**src/sv/fpf_pkg.sv**
```systemverilog
// Package for the fourth-power-free word check: sizes, codes and the
// structs that travel between the pipeline stages. Depends on nothing.
package fpf_pkg;

    localparam int MAX_LEN   = 32;
    localparam int WORD_BITS = 32;
    localparam int EFF_MAX   = (MAX_LEN < WORD_BITS) ? MAX_LEN : WORD_BITS;
    localparam int LEN_W     = 6;
    localparam int MAX_K     = EFF_MAX / 4;
    localparam int POS_W     = $clog2(WORD_BITS);
    localparam int PER_W     = 4;

    typedef logic [WORD_BITS-1:0] t_word;
    typedef logic [LEN_W-1:0]     t_len;
    typedef logic [POS_W-1:0]     t_pos;
    typedef logic [PER_W-1:0]     t_per;

    localparam t_len LEN_RESET = t_len'(16);

    typedef enum logic [1:0] {
        REASON_NONE,
        REASON_TOP,
        REASON_ADJ,
        REASON_REPEAT
    } t_reason;

    // Early rejections found in the first stage.
    typedef struct packed {
        logic top_set;
        logic adj_set;
    } t_flags;

    // One bit vector per candidate period, index 0 is period 1.
    typedef logic [MAX_K-1:0][WORD_BITS-1:0] t_runs;

    typedef struct packed {
        logic [MAX_K-1:0]            any;
        logic [MAX_K-1:0][POS_W-1:0] top;
    } t_hits;

    typedef struct packed {
        logic    accepted;
        t_reason reason;
        t_per    period;
        t_pos    witness;
    } t_result;

endpackage

```
**src/sv/fpf_if.sv**
```systemverilog
// Handshake channels of the fourth-power-free word check: input word,
// result word and configuration write. Depends on fpf_pkg.
interface fpf_word_if;
    logic          valid;
    logic          ready;
    fpf_pkg::t_word word;

    modport source (output valid, output word, input ready);
    modport sink   (input valid, input word, output ready);
endinterface

interface fpf_result_if;
    logic          valid;
    logic          ready;
    logic          accepted;
    logic [1:0]    reject_reason;
    fpf_pkg::t_per repeat_period;
    fpf_pkg::t_pos witness_position;

    modport source (output valid, output accepted, output reject_reason,
                    output repeat_period, output witness_position, input ready);
    modport sink   (input valid, input accepted, input reject_reason,
                    input repeat_period, input witness_position, output ready);
endinterface

interface fpf_cfg_if;
    logic          valid;
    logic          ready;
    fpf_pkg::t_len word_length;

    modport source (output valid, output word_length, input ready);
    modport sink   (input valid, input word_length, output ready);
endinterface

```
**src/sv/fpf_mark.sv**
```systemverilog
// First stage: masks the word to its length, finds the early rejections
// and marks the positions that match at distances k, 2k and 3k. Uses fpf_pkg.
module fpf_mark (
    input  logic            i_clk,
    input  logic            i_en,
    input  fpf_pkg::t_word  i_word,
    input  fpf_pkg::t_len   i_len,
    output fpf_pkg::t_flags o_flags,
    output fpf_pkg::t_runs  o_marks
);

    fpf_pkg::t_word  w;
    fpf_pkg::t_flags n_flags;
    fpf_pkg::t_runs  n_marks;
    fpf_pkg::t_flags r_flags;
    fpf_pkg::t_runs  r_marks;

    always_comb begin
        for (int i = 0; i < fpf_pkg::WORD_BITS; i++) begin
            w[i] = i_word[i] & (i < int'(i_len));
        end
        n_flags.top_set = 1'b0;
        for (int i = 0; i < fpf_pkg::WORD_BITS; i++) begin
            if (i + 1 == int'(i_len)) begin
                n_flags.top_set = w[i];
            end
        end
        n_flags.adj_set = |(w[fpf_pkg::WORD_BITS-1:1] & w[fpf_pkg::WORD_BITS-2:0]);
        // A mark needs p+3k inside the word; periods above length/4 stay empty.
        for (int k = 1; k <= fpf_pkg::MAX_K; k++) begin
            for (int p = 0; p < fpf_pkg::WORD_BITS; p++) begin
                n_marks[k-1][p] = 1'b0;
                if ((4 * k <= int'(i_len)) && (p + 3 * k < int'(i_len))) begin
                    n_marks[k-1][p] = (w[p] == w[p+k]) && (w[p] == w[p+2*k])
                                   && (w[p] == w[p+3*k]);
                end
            end
        end
    end

    always_ff @(posedge i_clk) begin
        if (i_en) begin
            r_flags <= n_flags;
            r_marks <= n_marks;
        end
    end

    assign o_flags = r_flags;
    assign o_marks = r_marks;

endmodule

```
**src/sv/fpf_run.sv**
```systemverilog
// Second stage: for each period k keeps the positions that start k marks
// in a row. Uses fpf_pkg.
module fpf_run (
    input  logic            i_clk,
    input  logic            i_en,
    input  fpf_pkg::t_flags i_flags,
    input  fpf_pkg::t_runs  i_marks,
    output fpf_pkg::t_flags o_flags,
    output fpf_pkg::t_runs  o_runs
);

    fpf_pkg::t_runs  n_runs;
    fpf_pkg::t_runs  r_runs;
    fpf_pkg::t_flags r_flags;

    always_comb begin
        for (int k = 1; k <= fpf_pkg::MAX_K; k++) begin
            for (int p = 0; p < fpf_pkg::WORD_BITS; p++) begin
                n_runs[k-1][p] = 1'b1;
                for (int j = 0; j < k; j++) begin
                    if (p + j < fpf_pkg::WORD_BITS) begin
                        n_runs[k-1][p] = n_runs[k-1][p] & i_marks[k-1][p+j];
                    end else begin
                        n_runs[k-1][p] = 1'b0;
                    end
                end
            end
        end
    end

    always_ff @(posedge i_clk) begin
        if (i_en) begin
            r_runs  <= n_runs;
            r_flags <= i_flags;
        end
    end

    assign o_runs  = r_runs;
    assign o_flags = r_flags;

endmodule

```
**src/sv/fpf_pick.sv**
```systemverilog
// Third and fourth stages: finds the highest run start of every period,
// then picks the smallest period and forms the result. Uses fpf_pkg.
module fpf_pick (
    input  logic             i_clk,
    input  logic             i_en3,
    input  logic             i_en4,
    input  fpf_pkg::t_flags  i_flags,
    input  fpf_pkg::t_runs   i_runs,
    output fpf_pkg::t_result o_result
);

    fpf_pkg::t_hits   n_hits;
    fpf_pkg::t_hits   r_hits;
    fpf_pkg::t_flags  r_flags;
    fpf_pkg::t_result n_result;
    fpf_pkg::t_result r_result;

    always_comb begin
        for (int k = 0; k < fpf_pkg::MAX_K; k++) begin
            n_hits.any[k] = |i_runs[k];
            n_hits.top[k] = '0;
            for (int p = 0; p < fpf_pkg::WORD_BITS; p++) begin
                if (i_runs[k][p]) begin
                    n_hits.top[k] = fpf_pkg::POS_W'(p);
                end
            end
        end
    end

    always_ff @(posedge i_clk) begin
        if (i_en3) begin
            r_hits  <= n_hits;
            r_flags <= i_flags;
        end
    end

    always_comb begin
        n_result.accepted = 1'b1;
        n_result.reason   = fpf_pkg::REASON_NONE;
        n_result.period   = '0;
        n_result.witness  = '0;
        priority if (r_flags.top_set) begin
            n_result.accepted = 1'b0;
            n_result.reason   = fpf_pkg::REASON_TOP;
        end else if (r_flags.adj_set) begin
            n_result.accepted = 1'b0;
            n_result.reason   = fpf_pkg::REASON_ADJ;
        end else begin
            // Walk down so the smallest period found wins.
            for (int k = fpf_pkg::MAX_K - 1; k >= 0; k--) begin
                if (r_hits.any[k]) begin
                    n_result.accepted = 1'b0;
                    n_result.reason   = fpf_pkg::REASON_REPEAT;
                    n_result.period   = fpf_pkg::PER_W'(k + 1);
                    n_result.witness  = r_hits.top[k];
                end
            end
        end
    end

    always_ff @(posedge i_clk) begin
        if (i_en4) begin
            r_result <= n_result;
        end
    end

    assign o_result = r_result;

endmodule

```
**src/sv/fourth_power_free_word_check_top.sv**
```systemverilog
// Top level of the fourth-power-free word check: length register, stage
// valid bits and the three pipeline modules. Uses fpf_pkg, fpf_if.sv,
// fpf_mark, fpf_run and fpf_pick.
//
//   channel      direction  payload
//   i_word_ch    in         word (32 bits)
//   o_result_ch  out        accepted, reject_reason, repeat_period, witness_position
//   i_cfg_ch     in         word_length (6 bits), always ready
//
// An accepted word passes through the marks, runs, hits and result registers
// before its result appears on the output. One word can be accepted every
// cycle while the result channel is ready. The four stages are: masking and
// matching, run detection, per-period highest-position search, and the
// final choice of the smallest period. Reset clears all stage valid bits and
// sets the length to 16. A stalled result holds in the last stage; a stage
// with a bubble still takes the next word, so a stall loses nothing.
module fourth_power_free_word_check_top (
    input logic          i_clk,
    input logic          i_rst_n,
    fpf_word_if.sink     i_word_ch,
    fpf_result_if.source o_result_ch,
    fpf_cfg_if.sink      i_cfg_ch
);

    localparam int STAGES = 4;

    fpf_pkg::t_len    r_len;
    fpf_pkg::t_len    eff_len;
    logic [STAGES-1:0] r_vld;
    logic [STAGES-1:0] n_vld;
    logic [STAGES-1:0] en;

    fpf_pkg::t_flags  flags1;
    fpf_pkg::t_flags  flags2;
    fpf_pkg::t_runs   marks;
    fpf_pkg::t_runs   runs;
    fpf_pkg::t_result result;

    // The configuration write is taken at any time; the user writes it only
    // while the pipeline is empty.
    assign i_cfg_ch.ready = 1'b1;

    always_ff @(posedge i_clk) begin
        if (!i_rst_n) begin
            r_len <= fpf_pkg::LEN_RESET;
        end else if (i_cfg_ch.valid) begin
            r_len <= i_cfg_ch.word_length;
        end
    end

    // A length of zero counts as one; longer than the word counts as full.
    always_comb begin
        priority if (r_len == '0) begin
            eff_len = fpf_pkg::t_len'(1);
        end else if (int'(r_len) > fpf_pkg::EFF_MAX) begin
            eff_len = fpf_pkg::t_len'(fpf_pkg::EFF_MAX);
        end else begin
            eff_len = r_len;
        end
    end

    // A stage loads when it is empty or its contents move on.
    always_comb begin
        en[STAGES-1] = !r_vld[STAGES-1] || o_result_ch.ready;
        for (int s = STAGES - 2; s >= 0; s--) begin
            en[s] = !r_vld[s] || en[s+1];
        end
        n_vld[0] = en[0] ? i_word_ch.valid : r_vld[0];
        for (int s = 1; s < STAGES; s++) begin
            n_vld[s] = en[s] ? r_vld[s-1] : r_vld[s];
        end
    end

    always_ff @(posedge i_clk) begin
        if (!i_rst_n) begin
            r_vld <= '0;
        end else begin
            r_vld <= n_vld;
        end
    end

    assign i_word_ch.ready = en[0];

    fpf_mark u_mark (
        .i_clk   (i_clk),
        .i_en    (en[0]),
        .i_word  (i_word_ch.word),
        .i_len   (eff_len),
        .o_flags (flags1),
        .o_marks (marks)
    );

    fpf_run u_run (
        .i_clk   (i_clk),
        .i_en    (en[1]),
        .i_flags (flags1),
        .i_marks (marks),
        .o_flags (flags2),
        .o_runs  (runs)
    );

    fpf_pick u_pick (
        .i_clk    (i_clk),
        .i_en3    (en[2]),
        .i_en4    (en[3]),
        .i_flags  (flags2),
        .i_runs   (runs),
        .o_result (result)
    );

    assign o_result_ch.valid            = r_vld[STAGES-1];
    assign o_result_ch.accepted         = result.accepted;
    assign o_result_ch.reject_reason    = result.reason;
    assign o_result_ch.repeat_period    = result.period;
    assign o_result_ch.witness_position = result.witness;

`ifndef SYNTH
    a_enter: assert property (@(posedge i_clk) disable iff (!i_rst_n)
        i_word_ch.valid && i_word_ch.ready |=> r_vld[0])
        else $error("accepted word did not enter the first stage");

    a_accept_clean: assert property (@(posedge i_clk) disable iff (!i_rst_n)
        r_vld[STAGES-1] && result.accepted |-> result.reason == fpf_pkg::REASON_NONE)
        else $error("accepted word carries a reject reason");

    a_no_period: assert property (@(posedge i_clk) disable iff (!i_rst_n)
        r_vld[STAGES-1] && result.reason != fpf_pkg::REASON_REPEAT
        |-> result.period == '0 && result.witness == '0)
        else $error("period or witness set without a repeat");

    a_period_range: assert property (@(posedge i_clk) disable iff (!i_rst_n)
        r_vld[STAGES-1] && result.reason == fpf_pkg::REASON_REPEAT
        |-> result.period != '0 && int'(result.period) <= fpf_pkg::MAX_K
            && !result.accepted)
        else $error("repeat reported with a bad period");
`endif

endmodule

```
**src/flat_wrapper.sv**
```systemverilog
// flat-port wrapper written by rule: the top's interface ports become plain ports
module fourth_power_free_word_check_top_flat 
  (i_clk, i_rst_n, i_word_ch_valid, i_word_ch_word, i_word_ch_ready, o_result_ch_valid, o_result_ch_accepted, o_result_ch_reject_reason, o_result_ch_repeat_period, o_result_ch_witness_position, o_result_ch_ready, i_cfg_ch_valid, i_cfg_ch_word_length, i_cfg_ch_ready);
  fpf_word_if i_word_ch_i ();
  fpf_result_if o_result_ch_i ();
  fpf_cfg_if i_cfg_ch_i ();
  input logic i_clk;
  input logic i_rst_n;
  input wire logic [$bits(i_word_ch_i.valid)-1:0] i_word_ch_valid;
  input wire logic [$bits(i_word_ch_i.word)-1:0] i_word_ch_word;
  output wire logic [$bits(i_word_ch_i.ready)-1:0] i_word_ch_ready;
  output wire logic [$bits(o_result_ch_i.valid)-1:0] o_result_ch_valid;
  output wire logic [$bits(o_result_ch_i.accepted)-1:0] o_result_ch_accepted;
  output wire logic [$bits(o_result_ch_i.reject_reason)-1:0] o_result_ch_reject_reason;
  output wire logic [$bits(o_result_ch_i.repeat_period)-1:0] o_result_ch_repeat_period;
  output wire logic [$bits(o_result_ch_i.witness_position)-1:0] o_result_ch_witness_position;
  input wire logic [$bits(o_result_ch_i.ready)-1:0] o_result_ch_ready;
  input wire logic [$bits(i_cfg_ch_i.valid)-1:0] i_cfg_ch_valid;
  input wire logic [$bits(i_cfg_ch_i.word_length)-1:0] i_cfg_ch_word_length;
  output wire logic [$bits(i_cfg_ch_i.ready)-1:0] i_cfg_ch_ready;
  assign i_word_ch_i.valid = i_word_ch_valid;
  assign i_word_ch_i.word = i_word_ch_word;
  assign i_word_ch_ready = i_word_ch_i.ready;
  assign o_result_ch_valid = o_result_ch_i.valid;
  assign o_result_ch_accepted = o_result_ch_i.accepted;
  assign o_result_ch_reject_reason = o_result_ch_i.reject_reason;
  assign o_result_ch_repeat_period = o_result_ch_i.repeat_period;
  assign o_result_ch_witness_position = o_result_ch_i.witness_position;
  assign o_result_ch_i.ready = o_result_ch_ready;
  assign i_cfg_ch_i.valid = i_cfg_ch_valid;
  assign i_cfg_ch_i.word_length = i_cfg_ch_word_length;
  assign i_cfg_ch_ready = i_cfg_ch_i.ready;
  fourth_power_free_word_check_top u_core (.i_clk(i_clk), .i_rst_n(i_rst_n), .i_word_ch(i_word_ch_i), .o_result_ch(o_result_ch_i), .i_cfg_ch(i_cfg_ch_i));
endmodule
```
**config.mk**
```make
export PLATFORM = sky130hd
export DESIGN_NAME = fourth_power_free_word_check_top_flat
export DESIGN_NICKNAME = d
export VERILOG_FILES = /design/src/sv/fpf_pkg.sv /design/src/sv/fpf_if.sv /design/src/sv/fpf_mark.sv /design/src/sv/fpf_run.sv /design/src/sv/fpf_pick.sv /design/src/sv/fourth_power_free_word_check_top.sv /design/src/flat_wrapper.sv
export SDC_FILE = /design/constraint.sdc
export NUM_CORES = 1
export LEC_CHECK = 0
export BUFFER_PORTS_ARGS = -buffer_cell sky130_fd_sc_hd__buf_4
export CAP_MARGIN = 0
export CORE_UTILIZATION = 50
export CTS_CLUSTER_DIAMETER = 200
export DETAILED_ROUTE_END_ITERATION = 6
export PLACE_DENSITY = 0.68
export SLEW_MARGIN = 10
export SYNTH_ARGS = -nofsm -noshare
export SYNTH_HDL_FRONTEND = slang
export SYNTH_SLANG_ARGS = --single-unit
```
**constraint.sdc**
```tcl
create_clock -name i_clk -period 4.1 [get_ports i_clk]
set_input_delay 0.205 -clock i_clk [delete_from_list [all_inputs] [get_ports i_clk]]
set_output_delay 0.205 -clock i_clk [all_outputs]
set_load 0.005 [all_outputs]
```
# --- Word level (Yosys, flattened, before mapping) ---
# Index checks and enable logic that the tools add are counted.
totals:
  ff_bits: 339
  inputBits: 43
  output_inout_bits: 15
  word_cells: 1505
classes:
  magnitude_cmp: 41
  n_eq_ne: 348
  mux: 148
  bitwise: 285
  n_reduce_logical: 473
ops:
  columns: ["cell", "count"]
  rows:
  - ["logical AND 1 bit", 444]
  - ["== test 1 bit", 316]
  - ["bitwise AND 1 bit", 284]
  - ["two-way mux 5 bit", 56]
  - ["two-way mux 4 bit", 28]
  - ["== test 6 bit, first input constant", 17]
  - ["less-than comparator 5 x 6 -> 1 bit, first input constant", 16]
  - ["two-way mux 11 bit", 7]
  - ["== test 5 x 6 -> 1 bit, first input constant", 8]
  - ["less-than comparator 4 x 6 -> 1 bit, first input constant", 8]
  - ["two-way mux 3 bit", 14]
  - ["two-way mux 1 bit", 39]
  - ["bitwise AND 31 bit", 1]
  - ["OR reduction 31 bit", 1]
  - ["OR reduction 29 bit", 1]
  - ["OR reduction 9 bit", 3]
  - ["OR reduction 13 bit", 2]
  - ["OR reduction 25 bit", 1]
  - ["OR reduction 5 bit", 5]
  - ["== test 4 x 6 -> 1 bit, first input constant", 4]
  - ["<= comparator 5 x 6 -> 1 bit, first input constant", 4]
  - ["less-than comparator 3 x 6 -> 1 bit, first input constant", 4]
  - ["OR reduction 21 bit", 1]
  - ["OR reduction 17 bit", 1]
  - ["18 further kinds", 30]

# --- Depth between registers and ports, before layout ---
# Gate-level depths: netlist of the first run.
depth:
  depth_word: 37
  mapped_depth: 12
  depth_no_buf: 8

# --- Modules after synthesis ---
# A second synthesis of the first run with hierarchy kept.
hier_totals:
  hier_cells: 2406
  hier_area_um2: 24643.6
by_module_without_submodules:
  columns: ["mod", "instances", "cells_per_inst", "area_per_inst_um2", "seq_area_each_um2"]
  rows:
  - ["fpf_mark", 1, 1090, 10078.4, 4504.3]
  - ["fpf_run", 1, 619, 8872.3, 6906.6]
  - ["fpf_pick", 1, 650, 5257.5, 1861.8]
  - ["fourth_power_free_word_check_top", 1, 47, 435.4, 200.2]

# --- Worst setup path before layout of the first run ---
# No wires, ideal clock.
synth_timing:
  path_kind: "register to register"
  start: "register u_core.r_vld[3]"
  end: "register u_core.u_mark.r_flags (netlist bit u_core.u_mark.o_flags[0]) (enable)"
  setup_ns: 1.278
  arrival_ns: 3.286
  required_time_ns: 2.822
  setup_slack_ns: -0.464
  path_stages_with_launch: 4
  path_buffers: 0
  period_less_slack_ns: 4.564
  path_cell_list: "dfxtp_1 nor2b_1 and3_1 nand2_1"
synth_between:
  elab_chain_len: 5
synth_rtl:
  columns: ["item", "line", "rtl"]
  rows:
  - ["from (decl)", "fourth_power_free_word_check_top.sv:29", "logic [STAGES-1:0] r_vld;"]
  - ["from (signal assigned)", "fourth_power_free_word_check_top.sv:78", "r_vld <= n_vld;"]
  - ["zero test 1 bit", "fourth_power_free_word_check_top.sv:64", "en[STAGES-1] = !r_vld[STAGES-1] || o_result_ch.ready;"]
  - ["logical OR 1 bit", "fourth_power_free_word_check_top.sv:64", null]
  - ["logical OR 1 bit (3 in series)", "fourth_power_free_word_check_top.sv:66", "en[s] = !r_vld[s] || en[s+1];"]
  - ["named net i_word_ch_ready", "flat_wrapper.sv:11", "output wire logic [$bits(i_word_ch_i.ready)-1:0] i_word_ch_ready;"]
  - ["to (signal assigned)", "fpf_mark.sv:43", "r_flags <= n_flags;"]
  - ["to (decl)", "fpf_mark.sv:15", "fpf_pkg::t_flags r_flags;"]
# The timed path passes the listed nets, and every way through them passes these cells.
# A chain may end at the register's enable or synchronous reset.

# --- Worst setup path in the final report of the first run ---
layout_timing:
  start: "register u_core.r_len[5]"
  end: "register u_core.u_mark.r_marks (netlist bit u_core.u_mark.o_marks[11]) (data pin)"
layout_between:
  elab_chain_len: 8
  elab_cells_between_ends: 19
  cone_classes: "order compare (6); eq/ne (3); mux (2); bitwise (4); reduce/logical (4)"
layout_rtl:
  columns: ["item", "line", "rtl"]
  rows:
  - ["from (decl)", "fourth_power_free_word_check_top.sv:27", "fpf_pkg::t_len r_len;"]
  - ["from (signal assigned)", "fourth_power_free_word_check_top.sv:45", "r_len <= fpf_pkg::LEN_RESET;"]
  - ["from (signal assigned)", "fourth_power_free_word_check_top.sv:47", "r_len <= i_cfg_ch.word_length;"]
  - ["> comparator 6 bit", "fourth_power_free_word_check_top.sv:55", "end else if (int'(r_len) > fpf_pkg::EFF_MAX) begin"]
  - ["two-way mux 6 bit", "fourth_power_free_word_check_top.sv:55", null]
  - ["two-way mux 6 bit *", "fourth_power_free_word_check_top.sv:53", "priority if (r_len == '0) begin"]
  - ["less-than comparator 4 x 6 -> 1 bit", "fpf_mark.sv:20", "w[i] = i_word[i] & (i < int'(i_len));"]
  - ["bitwise AND 1 bit", "fpf_mark.sv:20", null]
  - ["== test 1 bit", "fpf_mark.sv:34", "n_marks[k-1][p] = (w[p] == w[p+k]) && (w[p] == w[p+2*k])"]
  - ["logical AND 1 bit", "fpf_mark.sv:34", null]
  - ["logical AND 1 bit", "fpf_mark.sv:35", "&& (w[p] == w[p+3*k]);"]
  - ["to (signal assigned)", "fpf_mark.sv:44", "r_marks <= n_marks;"]
  - ["to (decl)", "fpf_mark.sv:16", "fpf_pkg::t_runs r_marks;"]
# Every way passes the cells marked *; elsewhere a longest branch is shown, timed or not.

==> impl_results.md, run 1 <==
- Max Clock Freq: 266.7 MHz
- Hold slack: approximately 0.025 ns
- GPL Wtd Cong: roughly 0.97
- Startpoint Class: flip-flop
- Async SR Flop Fraction: 0%
- Final worst path period need: about 3.7 ns
- Worst R2R Path Depth: 5
- Final setup viols: 0
- CTS tree: yes
- Share of total power in the clock network: between 30% and 40%
- Die H: approximately 190 µm
- DP Area: between 15000 and 20000 µm²
- R2r setup slk: ~0.35 ns
- DR iter-0 viols: 1893
- Critical Path AT: approximately 3.9 ns
- Crit-path slowest cell: dfxtp_1
- Largest net degree at the start of global routing: 94
- Vias: 13830
- Synthesized area: approximately 17000 µm²
- NetSw: roughly 2.0 mW
- Fin nets: between 1500 and 2000
- Core Region: around 34000 µm²
- Status: finished clean
- Cell family with most CP delay: compound AO/OA/AOI/OAI gates
- Max Cap Viol: 0
- Global route overflow: 0
- Crit-path max cell delay: 0.83 ns
- Flop pwr share: roughly half
- Num ports: 58
- First-pass GRT wire length: slightly below 80000 µm
- Crit path capture type: flip-flop
- Leakage: roughly 7.4 nW
- Share of layout cells above drive strength 1: a little over a tenth
- Synthesized flop and latch total: 335
- Initial Util: 51.09%
- Die W: roughly 190 µm
- Power Density: around 400 nW/µm²
- Register area: about 10000 µm²
- Crit-path max FO: 22
- Drt total wl: just over 50000 µm
- Worst slack at placement: 0.4529 ns
- Type of the most critical hold path: in -> reg
- Clock buffer depth: 3
- Initial antenna violation count: 1
- Setup bufs post-CTS: 0
- CTS Root Cell: clkbuf_16
- Clk slew on worst S/H paths: 0.06 ns
- Critical path class: reg -> reg
- Worst Tran Pin Value: 1.250 ns
- Int Pwr: slightly below 6 mW
- Relative slew margins: approximately 17%
- Total Power: between 7 and 8 mW
- Crit Reg-Reg Startpoint: u_core.r_len[5]
- Fin. Hold Viols: 0
- Unrepaired setup endpoints after global routing: no
- Setup crit start: u_core.r_len[5]
- Area Growth Syn to Fin: 11.58%
- Syn Inst Count: 1613
- Fill cells: approximately 2900
- Cell variety after synth: 80
- Post-DP HPWL: roughly 37000 µm
- Post-CTS sizing: 0
- Via/cell ratio: about 6.5
- Number of buffers created by CTS: 35
- Most used DFF post-synth: edfxtp_1
- Router iterations before antenna repair: 7
- Final antenna-violating net count: 0
- Total Routing Usage GR: between 20% and 30%
- WP buf/inv: 1
- Number of synthesized flops with an enable pin: 325
- Sequential share of the synthesized area: between 50% and 60%
- Top post-synthesis cells by area: edfxtp_1 (57%), a21oi_1 (4.1%), nor2_1 (3.7%)
- Max Clock Skew: roughly 0.014 ns
- Rows: 67
- Largest area contributor in the netlist: edfxtp_1
- Cell chain of the critical path: or2_1 -> o21ai_1 -> inv_1 -> ha_1 -> a2111oi_0
- H-tree levels: 2
- DIE AREA: ~35000 µm²
- Final TNS setup: 0 ns
- Synth top area share: between 50% and 60%
- Post-Syn Nets: approximately 1700
- Yosys Warn Count: 0
- CP Depth: 5
- Post-detailed-route wirelength per cell: 24.50 µm
- Worst-Skew Late Latency: ~0.53 ns
- Final setup margin: 0.3502 ns
- Port bufs: 56
- Worst setup endpoint: u_core.u_mark.o_marks[11]
- Multi-input logic area: ~6600 µm²
- Logic gate share of total power: 11.8%
- # DRC: 0
- Fin area: about 19000 µm²
- Worst EP required: between 4 and 5 ns
- Net Sw Frac: 25.64%
- R2R Path End: u_core.u_mark.o_marks[11]
- Vias in the first global route: 12740
- Final slew viol count: 0
- Final period utilization: 91.46%
- Syn Area/Cell: approximately 11 µm²
- CTS sink count: between 300 and 400
- Max VDD drop: 0.3528 mV
layout by cell type, fill, tap and decap left out, types with 6 or more instances in the layout:
master / instances
nand3_1: 33
and4_1: 9
nand2_1: 76
o21a_1: 6
nor2b_1: 27
a211oi_1: 17
dfxtp_1: 10
and3_1: 39
clkinv_2: 6
or3_1: 16
and2_1: 39
dlygate4sd3_1: 9
o31ai_1: 13
nor3_1: 62
mux2i_1: 11
nand4_1: 83
o21ai_0: 29
a221oi_1: 8
edfxtp_1: 325
or4_1: 67
a31oi_1: 45
nand2b_1: 11
ha_1: 29
clkinv_1: 10
a21oi_1: 139
buf_4: 103
inv_1: 47
nor4_1: 68
nor2_1: 170
o31a_1: 6
clkbuf_1: 6
o21bai_1: 14
clkbuf_16: 36
registers in the layout, indices dropped and copies added (netlist names):
| signal | count |
|---|---|
| u_core.u_run.o_runs | 120 |
| u_core.r_len | 6 |
| u_core.u_pick.r_hits | 39 |
| u_core.u_mark.o_flags | 2 |
| u_core.u_pick.o_result | 12 |
| u_core.u_run.o_flags | 2 |
| u_core.r_vld | 4 |
| u_core.u_mark.o_marks | 148 |
| u_core.u_pick.r_flags | 2 |
metrics by stage:
stage	util (%)	cells
2_1_floorplan	-	1613
3_3_place_gp	53.57	2038
3_5_place_dp	53.57	2038
4_1_cts	56.99	2110
5_1_grt	56.99	2110
6_report	57.01	2112
how the worst min path moves through the flow:
stage                     slack [ns]  depth (start not counted)                endpoint                     start
final                           0.02                          2         u_core.r_vld[1]                   i_rst_n
after global placement          0.40                          0  u_core.u_run.o_runs[6]  u_core.u_mark.o_marks[6]
after floorplan                 0.33                          2         u_core.r_len[4]   i_cfg_ch_word_length[4]
after detailed placement        0.40                          0  u_core.u_run.o_runs[0]  u_core.u_mark.o_marks[0]
after global routing            0.01                          2         u_core.r_vld[1]                   i_rst_n
after CTS                       0.02                          2         u_core.r_vld[1]                   i_rst_n
cells by family (layout without fill, tap and decap cells):
| logic type | after synthesis | count (layout) | share of synthesized area, % |
|---|---|---|---|
| DFF | 335 | 335 | 57.70 |
| and+or+nand+nor | 727 | 727 | 22.99 |
| adders and majority gates | 29 | 29 | 2.102 |
| muxes | 11 | 11 | 0.6379 |
| AOI/OAI and AO/OA | 332 | 332 | 12.20 |
| other | 1 | 3 | 0.02172 |
| buffers and inverters | 178 | 227 | 4.349 |
final cells by class:
type,instances,share of cell area (%)
clock buffers,42,4.794
multi-input cells,1100,34.20
flip-flops and latches,335,51.71
repair buffers,113,4.587
clock inverters,21,0.7471
inverters,51,1.020
diodes,2,0.02599
well taps,448,2.910
repair_timing:
item                       in CTS  in global routing
hold buffers                    9                  0
setup endpoints to repair       0                  0
hold endpoints to repair        7                  0
synth_stat cells (all sizes together), types with 46 or more instances:
master / instances
a21oi: 144
a31oi: 46
buf: 59
clkbuf: 68
edfxtp: 325
inv: 50
nand2: 77
nand4: 83
nor2: 171
nor3: 63
nor4: 69
or4: 67
power by group through the flow:
| stage | sequential, mW | clock (mW) | combinational, mW |
|---|---|---|---|
| after floorplan | 3.99 | 0 | 0.585 |
| after global placement | 4.05 | 0 | 0.882 |
| after detailed placement | 4.05 | 0 | 0.888 |
| after CTS | 3.98 | 3.00 | 0.899 |
| after global routing | 4.00 | 3.13 | 0.990 |
| final | 3.98 | 2.97 | 0.934 |
metal layers:
| layer | track usage (%) | up-vias | part of all wire, % |
|---|---|---|---|
| li1 | - | 6288 | - |
| met1 | 40.34 | 6563 | 41 |
| met2 | 45.13 | 806 | 44 |
| met3 | 5.970 | 166 | 10 |
| met4 | 13.23 | 2 | 4.9 |
| met5 | 0 | - | 0.025 |
worst register-to-register path: stages, from the launching register on:
cell and delay [ns]:
dfxtp_1 0.83, or2_1 0.69, o21ai_1 0.35, inv_1 0.42, ha_1 0.31, a2111oi_0 0.81
Power figures use the tool's default switching activity.
==> inputs of run 2 (changes only) <==
==> constraint.sdc (replaced) <==
create_clock -name i_clk -period 3 [get_ports i_clk]
set_input_delay 0.15 -clock i_clk [delete_from_list [all_inputs] [get_ports i_clk]]
set_output_delay 0.15 -clock i_clk [all_outputs]
set_load 0.005 [all_outputs]
==> run 2 against run 1 <==
  * Hold slack better by 0.015 ns
  * Clock skew increased by 0.0093 ns
  * Register-to-register slack lost 0.26 ns
  * Setup slack lost 0.26 ns
  * Critical path depth increased by 2
  * Critical endpoint is now u_core.u_mark.o_marks[65]
  * Largest power group unchanged
  * The flow now finishes with violations (DRC)
==> impl_results.md, run 2 (same netlist as run 1, synthesis figures left out) <==
- Crit-path max cell delay: 0.54 ns
- Post-detailed-route wirelength per cell: around 25 µm
- Clock buffer depth: 3
- Core Region: 33780 µm²
- Failing checks: DRC
- Most frequent cells in the layout: edfxtp_1 (325), nor2_1 (170), buf_4 (142)
- Hold_buf cts: 24
- WP buf/inv: 2
- R2r setup slk: 0.09 ns
- GR Util met3: 6.326%
- Worst R2R Path Depth: 7
- Antenna diodes: 0
- Status: finished, violations left
- Area Growth Syn to Fin: 14.91%
- Dpl cells: around 2100
- Met1 Track Usage GR: 43.48%
- Final TNS setup: 0 ns
- CTS sink count: 335
- Max Clock Freq: about 340 MHz
- Number of buffers created by CTS: 37
- Final worst path period need: approximately 2.9 ns
- Global route overflow: 0
- Crit Reg-Reg Startpoint: u_core.r_len[3]
- Max Clock Skew: between 0.02 and 0.025 ns
- Share of layout cells above drive strength 1: 13.51%
- Port bufs: 56
- Type of the most critical hold path: in -> reg
- Clk slew on worst S/H paths: ~0.06 ns
- Final antenna-violating net count: 0
- Hold slack: about 0.040 ns
- R2R Path End: u_core.u_mark.o_marks[65]
- CTS Root Cell: clkbuf_16
- Critical path class: reg -> reg
- CTS tree: yes
- Total Routing Usage GR: a little under a third
- H-tree levels: 2
- Leakage: approximately 7.8 nW
- Rows: 67
- Initial antenna violation count: 3
- Crit-path slowest cell: or4_1
- Total Power: around 11 mW
- Via/cell ratio: about 6.4
- Cell chain of the critical path: buf_4 -> or3_1 -> a21oi_1 -> nor2b_1 -> buf_4 -> or4_1 -> a21oi_1
- Drt total wl: roughly 54000 µm
- Met2 global-route usage: between 40% and 50%
- Fin. Hold Viols: 0
- Unrepaired setup endpoints after global routing: no
- Max VDD drop: 0.4298 mV
- Max Cap Viol: 0
- Worst-Skew Late Latency: 0.54 ns
- Cell family with most CP delay: simple AND/OR/NAND/NOR gates
- Post-DP HPWL: between 30000 and 40000 µm
- DR iter-0 viols: 1835
- # DRC: 6
- Initial Util: roughly half
- Num ports: 58
- Die H: between 150 and 200 µm
- Final period utilization: just under 100%
- DIE AREA: ~35000 µm²
- Worst EP required: about 3.3 ns
- Final setup viols: 0
- Worst Min Path Start: i_word_ch_word[4]
- Max reg flops: 148
- Post-CTS sizing: 0
- Final slew viol count: 0
- Startpoint Class: flip-flop
- Die W: roughly 190 µm
- Crit path capture type: flip-flop
- Router iterations before antenna repair: 7
- Fin cells: 2173
- Fin nets: between 1500 and 2000
- Core Util, Final: a little under 60%
- Worst Tran Pin Value: roughly 0.95 ns
- Grt peak-use layer: met2
- Largest net degree at the start of global routing: roughly 120
- Hold EP: u_core.u_mark.o_marks[1]
- Power Density: about 550 nW/µm²
- Vias: 13900
- Vias in the first global route: around 13000
- Worst hold stages: 3
- Crit-path max FO: 17
- Setup bufs post-CTS: 0
- GPL Wtd Cong: about 0.95
- Relative slew margins: a little over a third
- Most common cell after layout, fill and taps aside: edfxtp_1
- Critical Path AT: 3.22 ns
- First-pass GRT wire length: 81080 µm
run 2: changes by cell type in the layout (fill, tap and decap cells not counted), moves of 2 or more:
cell | previous run | this run
inv_6 | 1 | 4
clkinv_2 | 6 | 11
buf_12 | 1 | 6
clkinv_4 | 2 | 0
diode_2 | 2 | 0
dlygate4sd3_1 | 9 | 24
buf_4 | 103 | 142
run 2: layer usage:
metal | vias up | share of wire, %
met5 | - | 0.072
met4 | 6 | 3.7
met3 | 111 | 9.4
met2 | 740 | 45
met1 | 6651 | 42
li1 | 6396 | -
run 2: cell type report:
cell class                      count  area, µm²
Clock buffer                       42      944.7
Clock inverter                     25      153.9
Fill cell                        2855      13950
Inverter                           51      197.7
Multi-Input combinational cell   1100       6593
Sequential cell                   335       9960
Tap cell                          448      560.5
Timing Repair Buffer              172       1426
run 2: per-stage QoR:
stage	setup WS, ns	cell area, µm²
after CTS	0.1546	19840
after global placement	0.2146	18500
after floorplan	0.02903	17270
final	0.09461	19840
after detailed placement	0.1796	18500
after global routing	0.04483	19840
run 2: how the worst max path moves through the flow:
stage | to | startpoint | cells past startpoint | slack [ns]
after detailed placement | u_core.u_mark.o_marks[11] | u_core.r_len[3] | 6 | 0.18
after global routing | u_core.u_mark.o_marks[11] | u_core.r_len[3] | 6 | 0.04
final | u_core.u_mark.o_marks[65] | u_core.r_len[3] | 7 | 0.09
after floorplan | u_core.u_mark.o_flags[0] | u_core.r_vld[3] | 3 | 0.03
after CTS | u_core.u_mark.o_marks[11] | u_core.r_len[3] | 6 | 0.15
after global placement | u_core.u_mark.o_marks[11] | u_core.r_len[3] | 6 | 0.21
run 2: report_power, final:
part	switching [mW]	internal (mW)
sequential	0.125	5.30
clock	1.81	2.36
combinational	0.915	0.490
run 2: tightest hold or removal path, cell delays in order:
cell and delay (ns):
buf_4 0.14, nand3_1 0.06, a211oi_1 0.06
==> inputs of run 3 (changes only) <==
==> constraint.sdc (replaced) <==
create_clock -name i_clk -period 3 [get_ports i_clk]
set_input_delay 0.15 -clock i_clk [delete_from_list [all_inputs] [get_ports i_clk]]
set_output_delay 0.15 -clock i_clk [all_outputs]
set_load 0.02 [all_outputs]
==> run 3 against run 2 <==
  * Critical endpoint unchanged
  * First-iteration DRC count fell by 6.2%
  * The run now ends clean
  * Combinational power about the same
  * Fmax increased by 3.5%
  * Global-route usage shrank 0.32 points
  * Cell count fell by 0.18%
  * Sequential share of layout area down 0.20 points
  * Sequential power about the same
  * Sequential cell count stayed put
  * Largest cell class unchanged
  * Critical path depth fell by 1
==> impl_results.md, run 3 (same netlist as run 1, synthesis figures left out) <==
- Status: finished clean
- Multi-input logic area: about 6600 µm²
- Met1 Track Usage GR: 43.42%
- H-tree levels: 2
- Final setup viols: 0
- Crit-path max FO: 11
- GR Util met3: just over 5%
- Relative slew margins: between 30% and 40%
- Total Routing Usage GR: between 30% and 40%
- Cell chain of the critical path: or2_1 -> buf_4 -> o31a_1 -> buf_4 -> or4_1 -> a21oi_1
- Vias in the first global route: 13100
- Share of layout cells above drive strength 1: about an eighth
- Startpoint Class: flip-flop
- DP Area: about 19000 µm²
- Most frequent cells in the layout: edfxtp_1 (325), nor2_1 (170), a21oi_1 (139)
- Die W: 187.8 µm
- CTS tree: yes
- Final TNS setup: 0 ns
- Most frequent CP cell: buf_4
- Final worst path period need: roughly 2.8 ns
- Post-detailed-route wirelength per cell: roughly 25 µm
- Worst Tran Pin Value: 0.9792 ns
- Worst EP required: between 3 and 4 ns
- Rows: 67
- Crit-path max cell delay: about 0.5 ns
- Crit-path slowest cell: or4_1
- Worst slack at placement: between 0.2 and 0.3 ns
- Port bufs: between 50 and 60
- DIE AREA: around 35000 µm²
- CTS Root Cell: clkbuf_16
- Vias: about 14000
- Critical Path AT: 3.11 ns
- Die H: 187.8 µm
- Leakage: 7.771 nW
- Final slew viol count: 0
- Unrepaired setup endpoints after global routing: no
- Worst-Skew Late Latency: around 0.54 ns
- Fin area: 19920 µm²
- Dpl cells: roughly 2100
- Most common cell after layout, fill and taps aside: edfxtp_1
- Max Cap Viol: 0
- Clock buffer depth: 3
- Drt total wl: 54110 µm
- Max Clock Freq: 356.2 MHz
- Grt peak-use layer: met2
- Area Growth Syn to Fin: 15.38%
- Hold slack: 0.05285 ns
- Final period utilization: approximately 94%
- Initial Util: 51.09%
- Initial antenna violation count: 3
- Fin. Hold Viols: 0
- Fill cells: about 2900
- Fin cells: between 2000 and 2500
- GPL Wtd Cong: slightly below 1
- Final setup margin: roughly 0.19 ns
- Type of the most critical hold path: in -> reg
- Crit path capture type: flip-flop
- Critical path class: reg -> reg
- Number of buffers created by CTS: 37
- Router iterations before antenna repair: 7
- Register area: approximately 10000 µm²
- Post-DP HPWL: around 40000 µm
- Num ports: 58
- # DRC: 0
- Via/cell ratio: ~6.5
- Core Util, Final: 58.95%
- Largest net degree at the start of global routing: 69
- WP buf/inv: 2
- Cell family with most CP delay: simple AND/OR/NAND/NOR gates
- Fin nets: between 1500 and 2000
- Max VDD drop: between 0.4 and 0.5 mV
- Core Region: 33780 µm²
- First-pass GRT wire length: just over 80000 µm
- Global route overflow: 0
- Met2 global-route usage: 47.64%
- Max reg flops: around 150
- Total Power: 11.19 mW
- Clk slew on worst S/H paths: 0.06 ns
- Final antenna-violating net count: 0
- Setup bufs post-CTS: 0
- DR iter-0 viols: around 1700
- Power Density: approximately 560 nW/µm²
- Max Clock Skew: between 0.02 and 0.03 ns
- CTS sink count: between 300 and 400
run 3: timing repair:
item | 4_1_cts | 5_1_grt
endpoints found under the setup margin | 0 | 1
hold buffers | 24 | 0
resized for setup | 0 | 1
endpoints found under the hold margin | 11 | 0
run 3: final timing paths:
kind,start,endpoint,slack (ns),depth (start not counted)
max,u_core.r_len[5],u_core.u_mark.o_marks[65],0.19,6
min reg2reg,u_core.u_run.o_flags[0],u_core.u_pick.r_flags[0],0.41,0
min,i_word_ch_word[2],u_core.u_mark.o_marks[0],0.05,3
max reg2reg,u_core.r_len[5],u_core.u_mark.o_marks[65],0.19,6
run 3: power by group:
group / internal (mW) / switching, mW / leakage (nW)
Combinational: 0.496 / 0.929 / 3.20
Clock: 2.55 / 1.79 / 0.550
Sequential: 5.30 / 0.125 / 4.03
Total: 8.35 / 2.84 / 7.77
run 3: final cells by class:
type / instances / area share [%]
flip-flops and latches: 335 / 50.01
multi-input cells: 1100 / 33.16
repair buffers: 169 / 7.237
clock buffers: 50 / 5.107
well taps: 448 / 2.814
inverters: 51 / 0.9926
clock inverters: 15 / 0.6659
diodes: 1 / 0.01256
run 3: routing by layer:
metal | wire length, µm | up-vias
met5 | 0 | -
met4 | 2301 | 0
met3 | 5269 | 125
met2 | 24150 | 792
met1 | 22400 | 6732
li1 | - | 6386
run 3: worst min-delay path, cell delays in order:
cell,delay (ns)
buf_4,0.10
or3_1,0.10
a211oi_1,0.08
